===== config.mk =====
export PLATFORM = sky130hd
export DESIGN_NAME = greedy_word_wrap_row_breaker
export DESIGN_NICKNAME = d
export VERILOG_FILES = /design/src/hdl/gww_pkg.sv /design/src/hdl/gww_step.sv /design/src/hdl/greedy_word_wrap_row_breaker.sv
export SDC_FILE = /design/constraint.sdc
export NUM_CORES = 1
export LEC_CHECK = 0
export ABC_AREA = 1
export BUFFER_PORTS_ARGS = -buffer_cell sky130_fd_sc_hd__buf_4
export CORE_MARGIN = 2
export CORE_UTILIZATION = 50
export CTS_BUF_LIST = sky130_fd_sc_hd__clkbuf_4 sky130_fd_sc_hd__clkbuf_8
export DETAILED_ROUTE_END_ITERATION = 10
export PLACE_DENSITY = 0.77
export SLEW_MARGIN = 40
export SYNTH_ARGS = -nofsm -noshare
export SYNTH_HDL_FRONTEND = slang
export SYNTH_SLANG_ARGS = --single-unit
export TNS_END_PERCENT = 10

===== constraint.sdc =====
create_clock -name clk -period 9.8 [get_ports clk]
set_clock_uncertainty 0.05 [all_clocks]
set_input_delay 1.47 -clock clk [delete_from_list [all_inputs] [get_ports clk]]
set_output_delay 1.47 -clock clk [all_outputs]
set_load 0.005 [all_outputs]

===== src/hdl/gww_pkg.sv =====
// ----------------------------------------------------------------------------
// gww_pkg
// Shared types, constants and helpers for the word-wrap row breaker.
// ----------------------------------------------------------------------------
`timescale 1ns / 1ps
`default_nettype none

package gww_pkg;

  localparam int POS_W      = 16;
  localparam int PEN_W      = 24;
  localparam int ADV_W      = 16;
  localparam int FUNC_W     = 3;
  localparam int LEN_W      = 2;
  localparam int CFG_IDX_W  = 2;
  localparam int CFG_DATA_W = 24;

  localparam logic [POS_W-1:0] TEXT_BYTES = 16'hFFFF;
  localparam logic [PEN_W-1:0] PEN_MAX    = {PEN_W{1'b1}};

  localparam logic             WRAP_ENABLE_RST = 1'b1;
  localparam logic [PEN_W-1:0] WRAP_LIMIT_RST  = 24'd12288;
  localparam logic [ADV_W-1:0] SPACE_WIDTH_RST = 16'd256;

  typedef enum logic [FUNC_W-1:0] {
    FUNC_GLYPH   = 3'd0,
    FUNC_SPACE   = 3'd1,
    FUNC_NEWLINE = 3'd2,
    FUNC_SKIP    = 3'd3,
    FUNC_END     = 3'd4
  } func_t;

  typedef enum logic [CFG_IDX_W-1:0] {
    REG_WRAP_ENABLE = 2'd0,
    REG_WRAP_LIMIT  = 2'd1,
    REG_SPACE_WIDTH = 2'd2
  } reg_idx_t;

  typedef struct packed {
    logic             wrap_enable;
    logic [PEN_W-1:0] wrap_limit;
    logic [ADV_W-1:0] space_width;
  } cfg_t;

  typedef struct packed {
    logic [FUNC_W-1:0] func;
    logic [LEN_W-1:0]  byte_len;
    logic [ADV_W-1:0]  advance;
  } item_t;

  typedef struct packed {
    logic [POS_W-1:0] byte_pos;
    logic [POS_W-1:0] open_row_start;
    logic [PEN_W-1:0] pen_x;
    logic [POS_W-1:0] space_pos;
    logic             space_valid;
    logic [PEN_W-1:0] x_at_space;
  } state_t;

  typedef struct packed {
    logic [POS_W-1:0] row_start;
    logic [POS_W-1:0] row_end;
    logic [PEN_W-1:0] row_width;
    logic             final_row;
  } row_t;

  function automatic logic [POS_W-1:0] pos_sat(input logic [POS_W:0] v);
    if (v > {1'b0, TEXT_BYTES}) begin
      return TEXT_BYTES;
    end
    return v[POS_W-1:0];
  endfunction

  function automatic logic [PEN_W-1:0] pen_sat(input logic [PEN_W:0] v);
    if (v > {1'b0, PEN_MAX}) begin
      return PEN_MAX;
    end
    return v[PEN_W-1:0];
  endfunction

endpackage

`default_nettype wire


===== src/hdl/gww_step.sv =====
// ----------------------------------------------------------------------------
// gww_step
// Next-state and row result for one text item against the open row.
// ----------------------------------------------------------------------------
`timescale 1ns / 1ps
`default_nettype none

module gww_step (
  input  wire gww_pkg::cfg_t   cfg,
  input  wire gww_pkg::item_t  item,
  input  wire gww_pkg::state_t state,
  output gww_pkg::state_t      state_next,
  output logic                 row_valid,
  output gww_pkg::row_t        row
);

  logic                       is_space;
  logic [gww_pkg::PEN_W:0]    w_ext;
  logic [gww_pkg::PEN_W-1:0]  next_pen;
  logic                       overflow;
  logic [gww_pkg::POS_W-1:0]  pos_adv;
  logic [gww_pkg::PEN_W:0]    sub;
  logic [gww_pkg::PEN_W:0]    next_ext;
  logic [gww_pkg::PEN_W-1:0]  carry;

  assign is_space = (item.func == gww_pkg::FUNC_SPACE);
  assign w_ext = is_space
               ? {{(gww_pkg::PEN_W + 1 - gww_pkg::ADV_W){1'b0}}, cfg.space_width}
               : {{(gww_pkg::PEN_W + 1 - gww_pkg::ADV_W){1'b0}}, item.advance};
  assign next_pen = gww_pkg::pen_sat({1'b0, state.pen_x} + w_ext);
  assign overflow = cfg.wrap_enable && (state.open_row_start < state.byte_pos)
                 && (next_pen > cfg.wrap_limit);
  assign pos_adv = gww_pkg::pos_sat({1'b0, state.byte_pos}
                 + {{(gww_pkg::POS_W + 1 - gww_pkg::LEN_W){1'b0}}, item.byte_len});
  assign sub = {1'b0, state.x_at_space}
             + {{(gww_pkg::PEN_W + 1 - gww_pkg::ADV_W){1'b0}}, cfg.space_width};
  assign next_ext = {1'b0, next_pen};
  assign carry = (next_ext > sub) ? gww_pkg::PEN_W'(next_ext - sub) : '0;

  always_comb begin
    state_next    = state;
    row_valid     = 1'b0;
    row.row_start = state.open_row_start;
    row.row_end   = state.byte_pos;
    row.row_width = state.pen_x;
    row.final_row = 1'b0;
    case (item.func) inside
      gww_pkg::FUNC_END: begin
        row_valid     = 1'b1;
        row.final_row = 1'b1;
        state_next    = '0;
      end
      gww_pkg::FUNC_SKIP: begin
        state_next.byte_pos = pos_adv;
      end
      gww_pkg::FUNC_NEWLINE: begin
        row_valid                 = 1'b1;
        state_next.byte_pos       = pos_adv;
        state_next.open_row_start = pos_adv;
        state_next.pen_x          = '0;
        state_next.space_valid    = 1'b0;
      end
      gww_pkg::FUNC_GLYPH, gww_pkg::FUNC_SPACE: begin
        state_next.byte_pos = pos_adv;
        if (overflow && state.space_valid && (state.space_pos > state.open_row_start)) begin
          // cut at the last space, surplus carries to the new row
          row_valid                 = 1'b1;
          row.row_end               = state.space_pos;
          row.row_width             = state.x_at_space;
          state_next.open_row_start = gww_pkg::pos_sat({1'b0, state.space_pos}
                                    + {{gww_pkg::POS_W{1'b0}}, 1'b1});
          state_next.pen_x          = carry;
          state_next.space_valid    = 1'b0;
        end else if (overflow) begin
          // hard cut before the item
          row_valid                 = 1'b1;
          state_next.open_row_start = state.byte_pos;
          state_next.pen_x          = w_ext[gww_pkg::PEN_W-1:0];
          if (is_space) begin
            state_next.space_pos   = state.byte_pos;
            state_next.space_valid = 1'b1;
            state_next.x_at_space  = '0;
          end
        end else begin
          state_next.pen_x = next_pen;
          if (is_space) begin
            state_next.space_pos   = state.byte_pos;
            state_next.space_valid = 1'b1;
            state_next.x_at_space  = state.pen_x;
          end
        end
      end
      default: begin
        state_next = state;
      end
    endcase
  end

endmodule

`default_nettype wire


===== src/hdl/greedy_word_wrap_row_breaker.sv =====
// ----------------------------------------------------------------------------
// greedy_word_wrap_row_breaker
// Cuts a stream of decoded text items into visual rows with greedy wrapping.
// ----------------------------------------------------------------------------
// A row passes through the input register, then the row register, before it is
// valid on the output; an output stall can hold it in the input register.
// Throughput: one item per cycle while the output is not stalled; the open-row state
// is registered from the step logic, and output stall backs up through the input register.
// Reset: rst loads the register defaults and clears the row state; no sweep.
`timescale 1ns / 1ps
`default_nettype none

module greedy_word_wrap_row_breaker (
  input  wire                              clk,
  input  wire                              rst,
  input  wire                              in_valid,
  output logic                             in_stall,
  input  wire  [gww_pkg::FUNC_W-1:0]       func,
  input  wire  [gww_pkg::LEN_W-1:0]        byte_len,
  input  wire  [gww_pkg::ADV_W-1:0]        advance,
  output logic                             out_valid,
  input  wire                              out_stall,
  output logic [gww_pkg::POS_W-1:0]        row_start,
  output logic [gww_pkg::POS_W-1:0]        row_end,
  output logic [gww_pkg::PEN_W-1:0]        row_width,
  output logic                             final_row,
  input  wire                              cfg_valid,
  output logic                             cfg_ready,
  input  wire  [gww_pkg::CFG_IDX_W-1:0]    cfg_index,
  input  wire  [gww_pkg::CFG_DATA_W-1:0]   cfg_data
);

  gww_pkg::cfg_t   cfg;
  gww_pkg::state_t state;
  gww_pkg::state_t state_next;
  gww_pkg::item_t  s1_item;
  logic            s1_valid;
  logic            row_valid;
  gww_pkg::row_t   row;
  logic            advance_ok;

  assign cfg_ready  = 1'b1;
  assign advance_ok = !out_valid || !out_stall;
  assign in_stall   = s1_valid && !advance_ok;

  always_ff @(posedge clk) begin
    if (rst) begin
      cfg.wrap_enable <= gww_pkg::WRAP_ENABLE_RST;
      cfg.wrap_limit  <= gww_pkg::WRAP_LIMIT_RST;
      cfg.space_width <= gww_pkg::SPACE_WIDTH_RST;
    end else if (cfg_valid && cfg_ready) begin
      unique case (cfg_index)
        gww_pkg::REG_WRAP_ENABLE: cfg.wrap_enable <= cfg_data[0];
        gww_pkg::REG_WRAP_LIMIT:  cfg.wrap_limit  <= cfg_data[gww_pkg::PEN_W-1:0];
        gww_pkg::REG_SPACE_WIDTH: cfg.space_width <= cfg_data[gww_pkg::ADV_W-1:0];
        default: ;
      endcase
    end
  end

  gww_step u_step (
    .cfg        (cfg),
    .item       (s1_item),
    .state      (state),
    .state_next (state_next),
    .row_valid  (row_valid),
    .row        (row)
  );

  always_ff @(posedge clk) begin
    if (rst) begin
      s1_valid  <= 1'b0;
      out_valid <= 1'b0;
      state     <= '0;
    end else begin
      if (!in_stall) begin
        s1_valid <= in_valid;
      end
      if (advance_ok) begin
        out_valid <= s1_valid && row_valid;
      end
      if (advance_ok && s1_valid) begin
        state <= state_next;
      end
    end
  end

  always_ff @(posedge clk) begin
    if (in_valid && !in_stall) begin
      s1_item.func     <= func;
      s1_item.byte_len <= byte_len;
      s1_item.advance  <= advance;
    end
    if (advance_ok && s1_valid && row_valid) begin
      row_start <= row.row_start;
      row_end   <= row.row_end;
      row_width <= row.row_width;
      final_row <= row.final_row;
    end
  end

  a_stall_cause: assert property (@(posedge clk) disable iff (rst)
    in_stall |-> (s1_valid && out_valid && out_stall))
    else $error("input stall without a blocked row");

  a_state_hold: assert property (@(posedge clk) disable iff (rst)
    !(s1_valid && advance_ok) |=> (state == $past(state)))
    else $error("row state changed with no item processed");

  a_end_clears: assert property (@(posedge clk) disable iff (rst)
    (s1_valid && advance_ok && (s1_item.func == gww_pkg::FUNC_END))
    |=> (state == '0) && out_valid && final_row)
    else $error("end of text did not close and clear the text");

  a_final_only_end: assert property (@(posedge clk) disable iff (rst)
    (s1_valid && advance_ok && row_valid && (s1_item.func != gww_pkg::FUNC_END))
    |=> out_valid && !final_row)
    else $error("final row flagged for a non-terminal item");

endmodule

`default_nettype wire


== Yosys cells after proc, flatten, opt, wreduce, memory -nomap -nowiden ==
Cells that the tools add are included.

* Logic and storage cells: 126
* Output and inout bits: 60
* Register bits: 218
* Bits of input ports: 52

* Eq/ne operators: 9
* Reductions and logical operators: 31
* Order comparisons: 7
* Muxes and demuxes: 56
* Add/subtract/negate cells: 5

{| class="wikitable"
|+ Operator list
! cell !! number
|-
| 40-bit 2-to-1 mux || 10
|-
| 16-bit 2-to-1 mux || 15
|-
| 24-bit 2-to-1 mux || 8
|-
| 41-bit 2-to-1 mux || 2
|-
| 65-bit 2-to-1 mux || 1
|-
| 17-bit by 16-bit greater-than comparator with 1-bit output (second input constant) || 2
|-
| 24-bit by 16-bit adder with 25-bit output || 1
|-
| 24-bit by 25-bit adder with 25-bit output || 1
|-
| 24-bit by 25-bit greater-than comparator with 1-bit output || 1
|-
| 25-bit by 24-bit greater-than comparator with 1-bit output (second input constant) || 1
|-
| 24-bit greater-than comparator || 1
|-
| 24-bit subtractor || 1
|-
| 1-bit 2-to-1 mux || 20
|-
| 16-bit by 1-bit adder with 17-bit output (second input constant) || 1
|-
| 16-bit by 2-bit adder with 17-bit output || 1
|-
| 16-bit greater-than comparator || 1
|-
| 16-bit < comparator || 1
|-
| 4-bit nonzero test || 3
|-
| 1-bit logical AND || 9
|-
| 2-bit AND reduction || 4
|-
| 4-bit AND reduction || 2
|-
| 3-bit by 2-bit == test with 1-bit output (second input constant) || 2
|-
| 2-bit by 1-bit != test with 1-bit output (second input constant) || 3
|-
| 6-bit AND reduction || 1
|-
| other kinds (12) || 16
|}

== Depth between registers and ports, before layout ==
* Word-level depth: 21
* Depth in mapped cells: 37
* Depth with buffers taken out: 34

== Hierarchy ==
Synthesis repeated with hierarchy kept, for this count alone.

* Cells, all modules: 2564
* Area, all modules: 16925.0 um^2

{| class="wikitable"
|+ By module, submodules not included
! module !! times used !! area each (um^2) !! sequential area each (um^2) !! cells an instance
|-
| gww_step || 1 || 9334.0 || 0.0 || 1785
|-
| greedy_word_wrap_row_breaker || 1 || 7591.0 || 5144.9 || 779
|}

== Worst setup path after synthesis ==
OpenSTA, ideal clock, no wires.

* Path kind: reg2reg
* From: register s1_item[20] (netlist name)
* To: register final_row, enable pin
* Clock period less this slack: 4.897 ns
* Buffers on the path: 3
* Required time: 9.391 ns
* Cell stages (with the launch flop): 33
* Data arrival time: 4.488 ns
* Setup time: 0.359 ns
* Setup slack: 4.903 ns
* Cell sequence: edfxtp_1 > nor2_1 > nand2_1 > clkbuf_1 > nand2_1 > o21ai_1 > ha_1 > fa_1 > nand2_1 > nand3_1 > nand3_1 > nand2_1 > nand2_1 > nand2_1 > nand2_1 > nand2_1 > nand2_1 > buf_6 > nand3_1 > ha_1 > nand2_1 > inv_1 > nand3_1 > nor2_2 > nand2_1 > a21oi_2 > nor2_2 > nor2_4 > nand2_4 > nand2_2 > o21ai_4 > inv_2 > buf_6

* Cells in the longest elaborated chain, start to end: 16
* Elaborated cells on any way between the ends: 22

{| class="wikitable"
|+ RTL lines
! element !! line !! RTL
|-
| start: declaration || greedy_word_wrap_row_breaker.sv:36 || <nowiki>gww_pkg::item_t s1_item;</nowiki>
|-
| 3-bit by 1-bit == test with 1-bit output || gww_step.sv:26 || <nowiki>assign is_space = (item.func == gww_pkg::FUNC_SPACE);</nowiki>
|-
| 16-bit 2-to-1 mux || gww_step.sv:28 || <nowiki>? {{(gww_pkg::PEN_W + 1 - gww_pkg::ADV_W){1'b0}}, cfg.space_width}</nowiki>
|-
| 24-bit by 25-bit adder with 25-bit output || gww_step.sv:30 || <nowiki>assign next_pen = gww_pkg::pen_sat({1'b0, state.pen_x} + w_ext);</nowiki>
|-
| 25-bit by 24-bit greater-than comparator with 1-bit output || gww_pkg.sv:75 || <nowiki>if (v > {1'b0, PEN_MAX}) begin</nowiki>
|-
| 1-bit 2-to-1 mux || gww_pkg.sv:75 ||
|-
| 24-bit 2-to-1 mux || gww_pkg.sv:78 || <nowiki>return v[PEN_W-1:0];</nowiki>
|-
| 24-bit greater-than comparator || gww_step.sv:32 || <nowiki>&& (next_pen > cfg.wrap_limit);</nowiki>
|-
| 1-bit logical AND || gww_step.sv:32 ||
|-
| 1-bit logical AND (2 in a row) || gww_step.sv:65 || <nowiki>if (overflow && state.space_valid && (state.space_pos > state.open_row_start)) begin</nowiki>
|-
| 1-bit 2-to-1 mux || gww_step.sv:65 ||
|-
| 1-bit 2-to-1 mux (3 in a row) || gww_step.sv:47 || <nowiki>case (item.func) inside</nowiki>
|-
| 1-bit 2-to-1 mux * || gww_step.sv:47 ||
|-
| 1-bit logical AND * || greedy_word_wrap_row_breaker.sv:94 || <nowiki>if (advance_ok && s1_valid && row_valid) begin</nowiki>
|-
| end signal: assignment || greedy_word_wrap_row_breaker.sv:98 || <nowiki>final_row <= row.final_row;</nowiki>
|-
| end: declaration || greedy_word_wrap_row_breaker.sv:26 || <nowiki>output logic final_row,</nowiki>
|}

Every way passes the cells marked *; elsewhere a longest branch is shown, timed or not.
A chain may end at the register's enable or synchronous reset.

==> run_results.csv <==
group,metric,value,unit
cts,cts.clk_slew.worst_paths,60,ps
critical_path,crit_fanout,42,
yosys,synthCells,2215,
yosys,synthesis.area,15370,sq um
timing,fmax,0.1394,GHz
yosys,synth-compound-area-share,14.43,%
critical_path,ff2ff_setup_slack,2630,ps
critical_path,critPathArrivalTime,7420,ps
cts,htree_levels,2,
floorplanning,start_util,50.51,%
final_layout,layout.nets,2462,
grt,antenna_found_initial,1,
grt,grt_max_degree,87,
cts,clk_latency,570,ps
yosys,synth_warnings,0,
critical_path,critPathKind,"reg -> reg",
yosys,synth_fp_nets,2388,
timing,fin_setup_tns,0,ps
yosys,async_flop_share,0,%
routing,drtPass1Iterations,6,
timing,hold_slack,421.0,ps
cts,clockBufferDepth,3,
grt,grt_pass1_wl,79160,microns
yosys,muxShareOfSynthArea,0.07327,%
routing,drc,0,
yosys,ys_seq_area_share,33.48,%
timing,finalMaxSlewViolations,0,
timing,setup_viol,0,
yosys,yosysUniqueCellTypes,50,
floorplanning,coreArea,30430,sq um
floorplanning,die_x,179.3,microns
yosys,synth-simple-area-share,28.89,%
critical_path,startpoint_type,"register",
floorplanning,ios,112,
timing,hold_viol_final,0,
timing,finalCritPeriodShare,73.18,%
cts,cts_hold_buf,0,
yosys,synth-edff-count,78,
routing,num_vias,15410,
placed_design,gp_congestion,1.004,
cts,tritoncts,"done",
critical_path,crit_top_cell,"nand2_1",
placed_design,port_buffers,110,
final_layout,drive_above_1_share,11.03,%
placed_design,placed_area,16300,sq um
cts,ctsResizeCount,0,
cts,post-cts-setup-buffer-count,0,
routing,vias_per_cell,5.671,
flow_run,maxCapViolCount,0,
pwr,leakage,7.798,nW
yosys,synthXorXnorAreaFrac,3.639,%
grt,grt_overflow,0,
timing,rsz0062_at_grt,"no",
status,outcome,"finished clean",
grt,grt_pass1_vias,13760,
routing,drtIter0Drc,1618,
cts,numCtsBuffers,40,
floorplanning,die_area,32160,sq um
routing,antenna_left,0,
grt,grt.total_usage,32.47,%
timing,finalCriticalPeriod,7171,ps
floorplanning,fp.dieH,179.3,microns
routing,wire_per_inst,19.48,microns
floorplanning,row_count,64,
timing,tightest_slew,857.2,ps
critical_path,crit_path_max_incr_delay,570,ps
cts,clkSinkCount,218,
critical_path,slowest_stage,"nand2_2",
yosys,syn_avg_cell_area,6.938,sq um
yosys,synthAdderAreaFrac,10.05,%
critical_path,worst_setup_path_end_kind,"register",
yosys,synth_top_family_by_area,"simple AND/OR/NAND/NOR gates",
timing,relSlewSlack,42.68,%
critical_path,crit_required,10050,ps
yosys,synth-seq-cells,218,
pwr,peakVddDrop,0.00009807,V
cts,cts-root-buf,"clkbuf_8",
placed_design,place_hpwl,41700,microns
worst_hold_path,worstHoldPathType,"reg -> reg",
final_layout,syn2layout_area_growth,11.64,%
pwr,powerDensity,139.5,nW/um^2
final_layout,final_cell_area,17160,sq um
yosys,ys.flop_type,"dfxtp_1",
routing,wirelength,52960,microns
metrics by stage:
step / worst slack (ps) / std cells / util (%) / power [mW]
2_1_floorplan: 4903 / 2215 / - / 1.337
3_3_place_gp: 2469 / 2643 / 53.58 / 1.488
3_5_place_dp: 2185 / 2643 / 53.58 / 1.490
4_1_cts: 2159 / 2717 / 56.30 / 2.390
5_1_grt: 2084 / 2717 / 56.38 / 2.495
6_report: 2629 / 2718 / 56.39 / 2.394
logic make-up (layout without fill, tap and decap cells):
group	Yosys count	after routing
flip-flops	218	218
buffers and inverters	353	459
AO/OA/AOI/OAI	416	416
adder cells (fa/ha/maj)	121	121
XOR/XNOR	63	63
multiplexers	1	1
other	1	2
AND/OR/NAND/NOR	1042	1042
cells in the final DEF (no fill, tap or decap), types with 23 or more instances in the layout:
master,synthesis,layout
ha_1,117,117
nor3_1,24,23
o21ai_0,114,114
nand2_1,603,601
o21ai_1,46,46
inv_1,257,252
nand3_1,183,183
a21oi_1,213,213
dfxtp_1,140,140
clkbuf_8,0,44
buf_4,7,114
nand4_1,31,31
xor2_1,45,45
edfxtp_1,78,78
nor2_1,154,154
final cells by class:
type	count	area [sq um]
clock buffer	59	718.2
timing repair buffer	116	878.3
clock inverter	15	111.4
multi-input combinational	1644	8796
inverter	269	1011
antenna	1	2.502
sequential	218	5145
fill	2975	13270
tap	396	495.5
where the power goes:
group	internal (mW)	switching, mW	leakage [nW]
logic	0.163	0.337	5.49
registers	0.962	0.0230	1.88
clock network	0.499	0.410	0.425
total	1.62	0.770	7.80
Yosys cell counts (17+ instances only):
cell type / instances / share of area (%)
a21oi_1: 213 / 6.9
dfxtp_1: 140 / 18
inv_1: 257 / 6.3
nor3_1: 24 / 0.78
o21ai_1: 46 / 1.5
ha_1: 117 / 9.5
xnor2_1: 17 / 0.97
o21ai_0: 114 / 3.7
clkbuf_1: 49 / 1.2
nand2_1: 603 / 15
xor2_1: 45 / 2.6
edfxtp_1: 78 / 15
nor2_1: 154 / 3.8
nand4_1: 31 / 1.3
nand3_1: 183 / 6.0
critical path: cells and delay by family, from the launching register on:
kind | cells | cell delay, ps
compound gates | 3 | 280
fa+ha+maj | 3 | 1000
simple gates | 22 | 4130
buf+inv | 2 | 890
flops | 1 | 490
layer usage:
| metal | vias up | part of all wire [%] | global-route usage (%) |
|---|---|---|---|
| met5 | - | 0 | 0 |
| met1 | 7204 | 47 | 50.59 |
| met4 | 0 | 1.6 | 6.048 |
| li1 | 7438 | - | - |
| met2 | 704 | 42 | 46.87 |
| met3 | 67 | 9.6 | 5.322 |
registers in the layout (all words and copies together) (netlist names):
name and cells:
cfg 41, final_row 1, out_valid 1, row_end 16, row_start 16, row_width 24, s1_item 21, s1_valid 1
state 97
worst paths after layout:
| kind | start | endpoint | cells after the start |
|---|---|---|---|
| setup reg to reg | s1_item[20] | row_width[6] | 30 |
| setup / recovery | s1_item[20] | row_width[6] | 30 |
| hold / removal | state[76] | row_start[11] | 0 |
| hold reg to reg | state[76] | row_start[11] | 0 |
Power figures use the tool's default switching activity.
